===== config.mk =====
export PLATFORM = sky130hd
export DESIGN_NAME = csdt_ctrl
export DESIGN_NICKNAME = d
export VERILOG_FILES = /design/src/rtl/csdt_pkg.sv /design/src/rtl/csdt_ctrl.sv
export SDC_FILE = /design/constraint.sdc
export NUM_CORES = 1
export LEC_CHECK = 0
export ABC_AREA = 1
export ABC_CLOCK_PERIOD_IN_PS = 1400
export BUFFER_PORTS_ARGS = -buffer_cell sky130_fd_sc_hd__buf_2
export CAP_MARGIN = 20
export CORE_MARGIN = 8
export CORE_UTILIZATION = 43
export DETAILED_ROUTE_END_ITERATION = 12
export GPL_TIMING_DRIVEN = 0
export PLACE_DENSITY = 0.74
export SLEW_MARGIN = 20
export SYNTH_ARGS = -nofsm -noshare
export SYNTH_HDL_FRONTEND = slang
export SYNTH_SLANG_ARGS = --single-unit

===== constraint.sdc =====
create_clock -name clock -period 1.4 [get_ports clock]
set_input_delay 0.28 -clock clock [delete_from_list [all_inputs] [get_ports clock]]
set_output_delay 0.28 -clock clock [all_outputs]
set_load 0.005 [all_outputs]

===== src/rtl/csdt_pkg.sv =====
// shared types and constants for the column statistics threshold block
`timescale 1ns / 1ps
package csdt_pkg;

   localparam int DEF_MAX_COLUMNS = 1024;

   // floor(y / 20) = (y * RECIP20) >> RECIP_SHIFT, exact for y below 2**22
   localparam int RECIP_W     = 20;
   localparam int RECIP_SHIFT = 24;
   localparam logic [RECIP_W-1:0] RECIP20 = 20'd838861;

   localparam int VAL_W   = 24;
   localparam int BIT_W   = 5;
   localparam logic [BIT_W-1:0] TOP_BIT = 5'd23;

   typedef enum logic [1:0] {
      ST_OK    = 2'd0,
      ST_EMPTY = 2'd1,
      ST_OVF   = 2'd2
   } status_type;

   typedef enum logic [1:0] {
      F_NONE = 2'd0,
      F_DEV  = 2'd1,
      F_MIN  = 2'd2,
      F_MAX  = 2'd3
   } field_type;

   typedef enum logic {
      SET_TOP = 1'b0,
      SET_SEL = 1'b1
   } set_type;

   typedef enum logic [1:0] {
      K_N95 = 2'd0,
      K_M5  = 2'd1,
      K_M95 = 2'd2
   } kind_type;

   typedef struct packed {
      logic             load;
      logic             clear_set;
      logic             acc_clr;
      logic             rd_en;
      field_type        field;
      set_type          set;
      logic [BIT_W-1:0] bit_idx;
      logic             step;
      logic             prefix_clr;
      logic             k_mul;
      kind_type         kind;
      logic             k_load;
      logic             save_ref;
      logic             save_min;
      logic             save_m;
      logic             out_load;
      status_type       out_status;
   } cmd_type;

   typedef struct packed {
      logic overflow;
      logic rd_last;
      logic acc_zero;
   } stat_type;

endpackage


===== src/rtl/csdt_ctrl.sv =====
// sequencer for loading, selection passes and result hand-off
`timescale 1ns / 1ps
module csdt_ctrl (
   input  logic               clock,
   input  logic               reset,
   input  logic               req_valid,
   input  logic               req_last,
   output logic               req_ready,
   output logic               rsp_valid,
   input  logic               rsp_ready,
   input  csdt_pkg::stat_type stat,
   output csdt_pkg::cmd_type  cmd
);
   import csdt_pkg::*;

   typedef enum logic [2:0] {
      S_LOAD, S_KMUL, S_KLOAD, S_PASS, S_DRAIN, S_UPD, S_SAVE, S_FIN
   } state_type;

   typedef enum logic [1:0] {
      PH_DEV, PH_CNT, PH_MIN, PH_MAX
   } phase_type;

   state_type        state_ff;
   phase_type        phase_ff;
   logic [BIT_W-1:0] bit_ff;
   status_type       code_ff;
   logic             rsp_valid_ff;
   logic             out_free;

   assign out_free  = !rsp_valid_ff || rsp_ready;
   assign req_ready = state_ff == S_LOAD;
   assign rsp_valid = rsp_valid_ff;

   always_comb begin
      cmd            = '0;
      cmd.bit_idx    = bit_ff;
      cmd.out_status = code_ff;
      case (phase_ff)
         PH_DEV: begin
            cmd.field = F_DEV;
            cmd.set   = SET_TOP;
            cmd.kind  = K_N95;
         end
         PH_CNT: begin
            cmd.field = F_NONE;
            cmd.set   = SET_SEL;
            cmd.kind  = K_M5;
         end
         PH_MIN: begin
            cmd.field = F_MIN;
            cmd.set   = SET_SEL;
            cmd.kind  = K_M5;
         end
         default: begin
            cmd.field = F_MAX;
            cmd.set   = SET_SEL;
            cmd.kind  = K_M95;
         end
      endcase
      case (state_ff)
         S_LOAD:  cmd.load = req_valid;
         S_KMUL:  cmd.k_mul = 1'b1;
         S_KLOAD: begin
            cmd.k_load     = 1'b1;
            cmd.prefix_clr = 1'b1;
            cmd.acc_clr    = 1'b1;
         end
         S_PASS:  cmd.rd_en = 1'b1;
         S_UPD: begin
            if (phase_ff == PH_CNT) begin
               cmd.save_m = 1'b1;
            end else begin
               cmd.step    = 1'b1;
               cmd.acc_clr = bit_ff != '0;
            end
         end
         S_SAVE: begin
            cmd.save_ref = phase_ff == PH_DEV;
            cmd.save_min = phase_ff == PH_MIN;
            cmd.acc_clr  = phase_ff == PH_DEV;
         end
         S_FIN: begin
            cmd.out_load  = out_free;
            cmd.clear_set = out_free;
         end
         default: ;
      endcase
   end

   always_ff @(posedge clock) begin
      if (reset) begin
         state_ff     <= S_LOAD;
         phase_ff     <= PH_DEV;
         bit_ff       <= TOP_BIT;
         code_ff      <= ST_OK;
         rsp_valid_ff <= 1'b0;
      end else begin
         // the result state sets valid itself
         if (rsp_ready && state_ff != S_FIN) begin
            rsp_valid_ff <= 1'b0;
         end
         case (state_ff)
            S_LOAD: begin
               if (req_valid && req_last) begin
                  phase_ff <= PH_DEV;
                  if (stat.overflow) begin
                     code_ff  <= ST_OVF;
                     state_ff <= S_FIN;
                  end else begin
                     state_ff <= S_KMUL;
                  end
               end
            end
            S_KMUL: state_ff <= S_KLOAD;
            S_KLOAD: begin
               bit_ff   <= TOP_BIT;
               state_ff <= S_PASS;
            end
            S_PASS: begin
               if (stat.rd_last) begin
                  state_ff <= S_DRAIN;
               end
            end
            S_DRAIN: state_ff <= S_UPD;
            S_UPD: begin
               if (phase_ff == PH_CNT) begin
                  if (stat.acc_zero) begin
                     code_ff  <= ST_EMPTY;
                     state_ff <= S_FIN;
                  end else begin
                     phase_ff <= PH_MIN;
                     state_ff <= S_KMUL;
                  end
               end else if (bit_ff != '0) begin
                  bit_ff   <= bit_ff - BIT_W'(1);
                  state_ff <= S_PASS;
               end else begin
                  state_ff <= S_SAVE;
               end
            end
            S_SAVE: begin
               case (phase_ff)
                  PH_DEV: begin
                     phase_ff <= PH_CNT;
                     state_ff <= S_PASS;
                  end
                  PH_MIN: begin
                     phase_ff <= PH_MAX;
                     state_ff <= S_KMUL;
                  end
                  default: begin
                     code_ff  <= ST_OK;
                     state_ff <= S_FIN;
                  end
               endcase
            end
            S_FIN: begin
               if (out_free) begin
                  rsp_valid_ff <= 1'b1;
                  state_ff     <= S_LOAD;
               end
            end
            default: state_ff <= S_LOAD;
         endcase
      end
   end

endmodule


==> impl_metrics.yaml, run 1 <==
sta:
  clock_skew_ns: 0.00104
  setup_viol: 21
  worst_pin_slew_ns: 0.335
  holdWs_ns: 0.223
  fin_crit_ns: 1.60
  max_freq_mhz: 626
  timing.final.ws_setup_ns: -0.197
  maxSlewViolCount: 0
  rsz0062_at_grt: "yes"
  finalHoldViolCount: 0
  post-route-period-util: 1.14
  relSlewSlack: 0.776
logic_synthesis:
  synthSimpleGateAreaFrac: 0.373
  synth_top_area_cell: "dfxtp_1"
  synthTopCellsByArea: "dfxtp_1 28%, nand2_1 14%, inv_1 12%"
  synth_mux_area_frac: 0
  syn_area_sq_um: 915
  synth-compound-area-share: 0.109
  async_flop_share: 0
  ys_top_cells_by_count: "34 x nand2_1, 30 x inv_1, 21 x nor2_1"
  synth.avg_cell_area_sq_um: 6.14
  syn_inst: 149
  syn_nets: 162
  synth.most_common_cell: "nand2_1"
  synth_top_family_by_area: "simple AND/OR/NAND/NOR gates"
  synth_seq_area_share: 0.285
  synth_top_flop_cell: "dfxtp_1"
  synth_seq_cells: 13
  synth_warnings: 0
  synth_xor_area_frac: 0.0192
  synthDistinctLibCells: 19
  synth_edf_count: 0
  synth.top_cell.area_share: 0.285
  synthAdderAreaFrac: 0.0684
floorplanning:
  rows: 16
  io_pins: 34
  die_y_um: 62.1
  core-area_sq_um: 1980
  design.die.area_sq_um: 3860
  start_util: 0.461
  die_x_um: 62.1
cts:
  clkLatencyLatePin_ns: 0.28
  cts_root_buffer: "clkbuf_4"
  cts_hold_buf: 0
  clk_pin_slew_worst_paths_ns: 0.09
  cts_sinks: 13
  numCtsBuffers: 3
  clk_path_buf_depth: 2
  h-tree-depth: 1
  cts_tree: "yes"
job:
  drv_cap: 0
worst_setup_path:
  end_kind: "output pin"
  worstSetupPathType: "reg -> out"
  cp_slowest_cell: "dfxtp_2"
  crit_required_ns: 1.12
  cpPeakStageDelay_ns: 0.35
  path_max_fanout: 3
  r2r_start: "state_ff[1]"
  crit_path_start_kind: "flip-flop"
  worstPathArrival_ns: 1.32
  cp_cell_sequence: "inv_2 > ha_4 > nor2_4 > nand2_2 > nand2_2 > inv_2 > o21ai_2 > buf_2"
  crit_start: "phase_ff[1]"
power_and_ir_drop:
  p_leak_nw: 0.844
  irDropWorstVdd_uv: 1250
  powerDensity_nw_per_um2: 1850
detailed_routing:
  routed_wl_um: 3650
  routedWlPerCell_um: 15.1
  detail_route.first_pass.iterations: 4
  drc: 0
  antenna_left: 0
  first_iter_violations: 52
  vias: 1233
  via_per_inst: 5.12
global_routing:
  grt_max_degree: 9
  grt_pass1_vias: 1185
  grt_pass1_wl_um: 5020
  gr-usage-all-layers: 0.153
  grt_overflow: 0
  antenna_found_initial: 0
finish:
  fin_nets: 228
  design_area_sq_um: 1590
  area_delta_synth_final_pct: 73.5
  drive_gt1_frac: 0.561
  num_antenna_cells: 0
placement:
  portBuffers: 33
  placed_cell_area_sq_um: 1110
  gp_congestion: 0.812
  hpwl_um: 1890
status:
  violations: "setup timing"
  outcome: "finished, violations left"
worst_hold_path:
  hp-start: "reset"
  min_path_type: "in -> reg"
## layout by cell type (no fill, tap or decap), drive strengths merged
cell    netlist  routed
xor2          2       2
or2           1       1
buf           3      64
nand3b        1       1
nand4         1       1
nand2        35      35
a21oi         8       8
ha            5       5
nand3        16      16
clkbuf        0       4
o21ai         6       6
nor2         22      22
dfxtp        13      13
nor3          2       2
inv          30      30
o211ai        4       4
## layout make-up
class / count / area (sq um)
multi-input cells: 103 / 693
repair buffers: 63 / 419
fillers: 125 / 395
flip-flops and latches: 13 / 280
inverters: 30 / 123
well taps: 27 / 33.8
clock buffers: 4 / 26.3
plain buffers: 1 / 11.3
## through the flow
stage / std cells / util / TNS [ns] / power [mW] / worst slack, ns
after global placement: 209 / 0.562 / -0.395 / 1.79 / -0.195
after detailed placement: 209 / 0.562 / -0.461 / 1.81 / -0.203
after floorplan: 149 / - / 0 / 1.42 / 0.0299
final: 241 / 0.801 / -1.36 / 2.94 / -0.197
after global routing: 241 / 0.801 / -2.46 / 3.16 / -0.266
after CTS: 232 / 0.725 / -0.869 / 2.54 / -0.184
## cells by family after synthesis
family,after synthesis
flops,13
buf+inv,33
xor+xnor,2
fa+ha+maj,5
compound gates,18
simple gates,78
## flip-flops by register name (all words and copies together) (netlist names)
register / count
bit_ff: 5
state_ff: 3
code_ff: 2
phase_ff: 2
rsp_valid: 1
## metal layers
metal	wire [um]	global-route usage
met1	1440	0.163
met2	1820	0.273
met3	292	0.0520
met4	98	0.0496
met5	0	0
## repair_timing
| action | CTS | global route |
|---|---|---|
| pin swaps | 14 | 17 |
| buffers inserted | 22 | 12 |
| resized for setup | 57 | 22 |
| endpoints found under the setup margin | 18 | 27 |
## path summary, 6_finish.rpt
check,end,slack [ns],cells after the start
worst max-delay path,cmd[21],-0.20,8
worst min-delay path,phase_ff[0],0.22,2
worst max register to register,state_ff[2],-0.08,8
worst min register to register,code_ff[0],0.50,2
## report_power, final
group | internal (mW) | switching (mW) | leakage, nW
clock network | 0.110 | 0.134 | 0.0150
registers | 0.518 | 0.172 | 0.108
logic | 0.912 | 1.09 | 0.721
total | 1.54 | 1.39 | 0.844
## worst max-delay path, delay by kind of cell (launching register included)
| kind | cells | cell delay [ns] |
|---|---|---|
| AOI/OAI and AO/OA | 1 | 0.04 |
| and+or+nand+nor | 3 | 0.25 |
| buffers and inverters | 3 | 0.23 |
| DFF | 1 | 0.35 |
| adders and majority gates | 1 | 0.17 |
Power figures use the tool's default switching activity.
==> run 2: changes to the inputs <==
--- a/config.mk
+++ b/config.mk
@@ -14,6 +14,7 @@
 export DETAILED_ROUTE_END_ITERATION = 12
 export GPL_TIMING_DRIVEN = 0
 export PLACE_DENSITY = 0.74
+export SKIP_LAST_GASP = 1
 export SLEW_MARGIN = 20
 export SYNTH_ARGS = -nofsm -noshare
 export SYNTH_HDL_FRONTEND = slang
==> run 2 against run 1 <==
Net effect: register-to-register slack hardly changed; the run still ends with setup timing left; sequential share of layout area hardly changed; non-clock buffer count stayed put; sequential power is 0.7% lower; critical path type unchanged; global-route usage stayed put; final cell count stayed put; critical path depth stayed put; largest power group unchanged; first-iteration DRC count is 60% higher; largest cell class unchanged; clock skew hardly changed.
==> impl_metrics.yaml, run 2 (synthesis results as in run 1) <==
status:
  outcome: "finished, violations left"
  violations: "setup timing"
power_and_ir_drop:
  intPower_mw: 1.55
  irDropWorstVdd_uv: 1130
  power_mw: 2.95
  p_leak_nw: 0.847
  pwr-share-seq: 0.233
  p_sw_mw: 1.40
  powerDensity_nw_per_um2: 1860
  power.share.combinational: 0.686
  switching_share: 0.474
  pwr-share-clk: 0.081
placement:
  portBuffers: 33
  gp_congestion: 0.812
  placed_cell_area_sq_um: 1110
  hpwl_um: 1890
cts:
  clk_path_buf_depth: 2
  cts_sinks: 13
  clkLatencyLatePin_ns: 0.27
  numCtsBuffers: 3
  cts_tree: "yes"
  h-tree-depth: 1
  cts_root_buffer: "clkbuf_4"
  clk_pin_slew_worst_paths_ns: 0.08
sta:
  clock_skew_ns: 0.000748
  maxSlewViolCount: 0
  timing.final.ws_setup_ns: -0.215
  worst_pin_slew_ns: 0.346
  finalHoldViolCount: 0
  max_freq_mhz: 619
  post-route-period-util: 1.15
  rsz0062_at_grt: "yes"
  relSlewSlack: 0.768
  setup_viol: 20
  fin_crit_ns: 1.61
finish:
  largest-register: "bit_ff"
  area_delta_synth_final_pct: 73.6
  fin_nets: 228
  final_common_cell: "buf_2"
  nFillCells: 131
  multi_input_area_sq_um: 693
  num_antenna_cells: 0
  mostFrequentLayoutCells: "29 x buf_2, 28 x nand2_1, 28 x buf_4, 18 x inv_1, 15 x nor2_1"
  biggestRegsByFlops: "bit_ff x5, state_ff x3"
  drive_gt1_frac: 0.556
  regArea_sq_um: 280
  largest_register_ffs: 5
  design_area_sq_um: 1590
floorplanning:
  design.die.area_sq_um: 3860
  die_y_um: 62.1
  start_util: 0.461
  rows: 16
  core-area_sq_um: 1980
  die_x_um: 62.1
  io_pins: 34
global_routing:
  grt_max_degree: 9
  grt_overflow: 0
  antenna_found_initial: 0
  grt_pass1_wl_um: 5020
  gr-usage-all-layers: 0.153
  grt_pass1_vias: 1176
detailed_routing:
  drc: 0
  routed_wl_um: 3630
  detail_route.first_pass.iterations: 6
  via_per_inst: 5.23
  vias: 1260
  antenna_left: 0
  routedWlPerCell_um: 15.1
  first_iter_violations: 83
worst_setup_path:
  path_max_fanout: 3
  cp_cell_sequence: "inv_2 > ha_4 > nor2_4 > nand2_2 > nand2_2 > inv_2 > o21ai_2 > buf_2"
  cp_slowest_cell: "dfxtp_2"
  worstPathArrival_ns: 1.33
  worstSetupPathType: "reg -> out"
  end_kind: "output pin"
  crit_required_ns: 1.12
  cpPeakStageDelay_ns: 0.35
  crit_path_start_kind: "flip-flop"
job:
  drv_cap: 0
worst_hold_path:
  min_path_type: "in -> reg"
run 2: final timing paths:
kind               startpoint          end  slack [ns]  cells after the start
setup / recovery  phase_ff[1]      cmd[21]       -0.21                      8
hold / removal          reset  phase_ff[0]        0.22                      2
setup reg to reg  phase_ff[1]    bit_ff[1]       -0.07                      9
hold reg to reg    code_ff[0]   code_ff[0]        0.50                      2
run 2: final cells by class:
class,count,area share
repair buffers,63,0.266
well taps,27,0.0213
multi-input cells,103,0.437
inverters,30,0.0757
flip-flops and latches,13,0.177
clock buffers,4,0.0165
plain buffers,1,0.00709
run 2: critical path: cells and delay by family, from the launching register on:
| family | cells | cell delay, ns |
|---|---|---|
| adder cells (fa/ha/maj) | 1 | 0.17 |
| AO/OA/AOI/OAI | 1 | 0.04 |
| AND/OR/NAND/NOR | 3 | 0.27 |
| buffers and inverters | 3 | 0.23 |
| flip-flops | 1 | 0.35 |
run 2: metrics by stage:
stage | setup TNS, ns | setup slack [ns] | std cells | hold slack [ns] | util
finish | -1.28 | -0.215 | 241 | 0.217 | 0.801
global route | -2.55 | -0.280 | 241 | 0.214 | 0.801
CTS | -0.877 | -0.184 | 232 | 0.203 | 0.723
detailed placement | -0.461 | -0.203 | 209 | 0.482 | 0.562
global placement | -0.395 | -0.195 | 209 | 0.472 | 0.562
floorplan | 0 | 0.0299 | 149 | 0.349 | -
run 2: power groups by stage:
| stage | sequential [mW] | clock (mW) | combinational, mW |
|---|---|---|---|
| 2_1_floorplan | 0.605 | 0 | 0.819 |
| 3_3_place_gp | 0.609 | 0 | 1.18 |
| 3_5_place_dp | 0.616 | 0 | 1.20 |
| 4_1_cts | 0.665 | 0.239 | 1.63 |
| 5_1_grt | 0.698 | 0.258 | 2.20 |
| 6_report | 0.686 | 0.239 | 2.02 |
run 2: routing by layer:
metal	GRT usage	up-vias	wire [um]
met2	0.272	81	1830
met4	0.0496	0	104
li1	-	593	-
met3	0.0520	15	345
met5	0	-	0
met1	0.164	571	1350
run 2: what timing repair did:
item,4_1_cts,5_1_grt
resized for setup,56,21
hold buffers,0,0
setup buffers,22,11
pin swaps,14,16
setup endpoints to repair,18,27
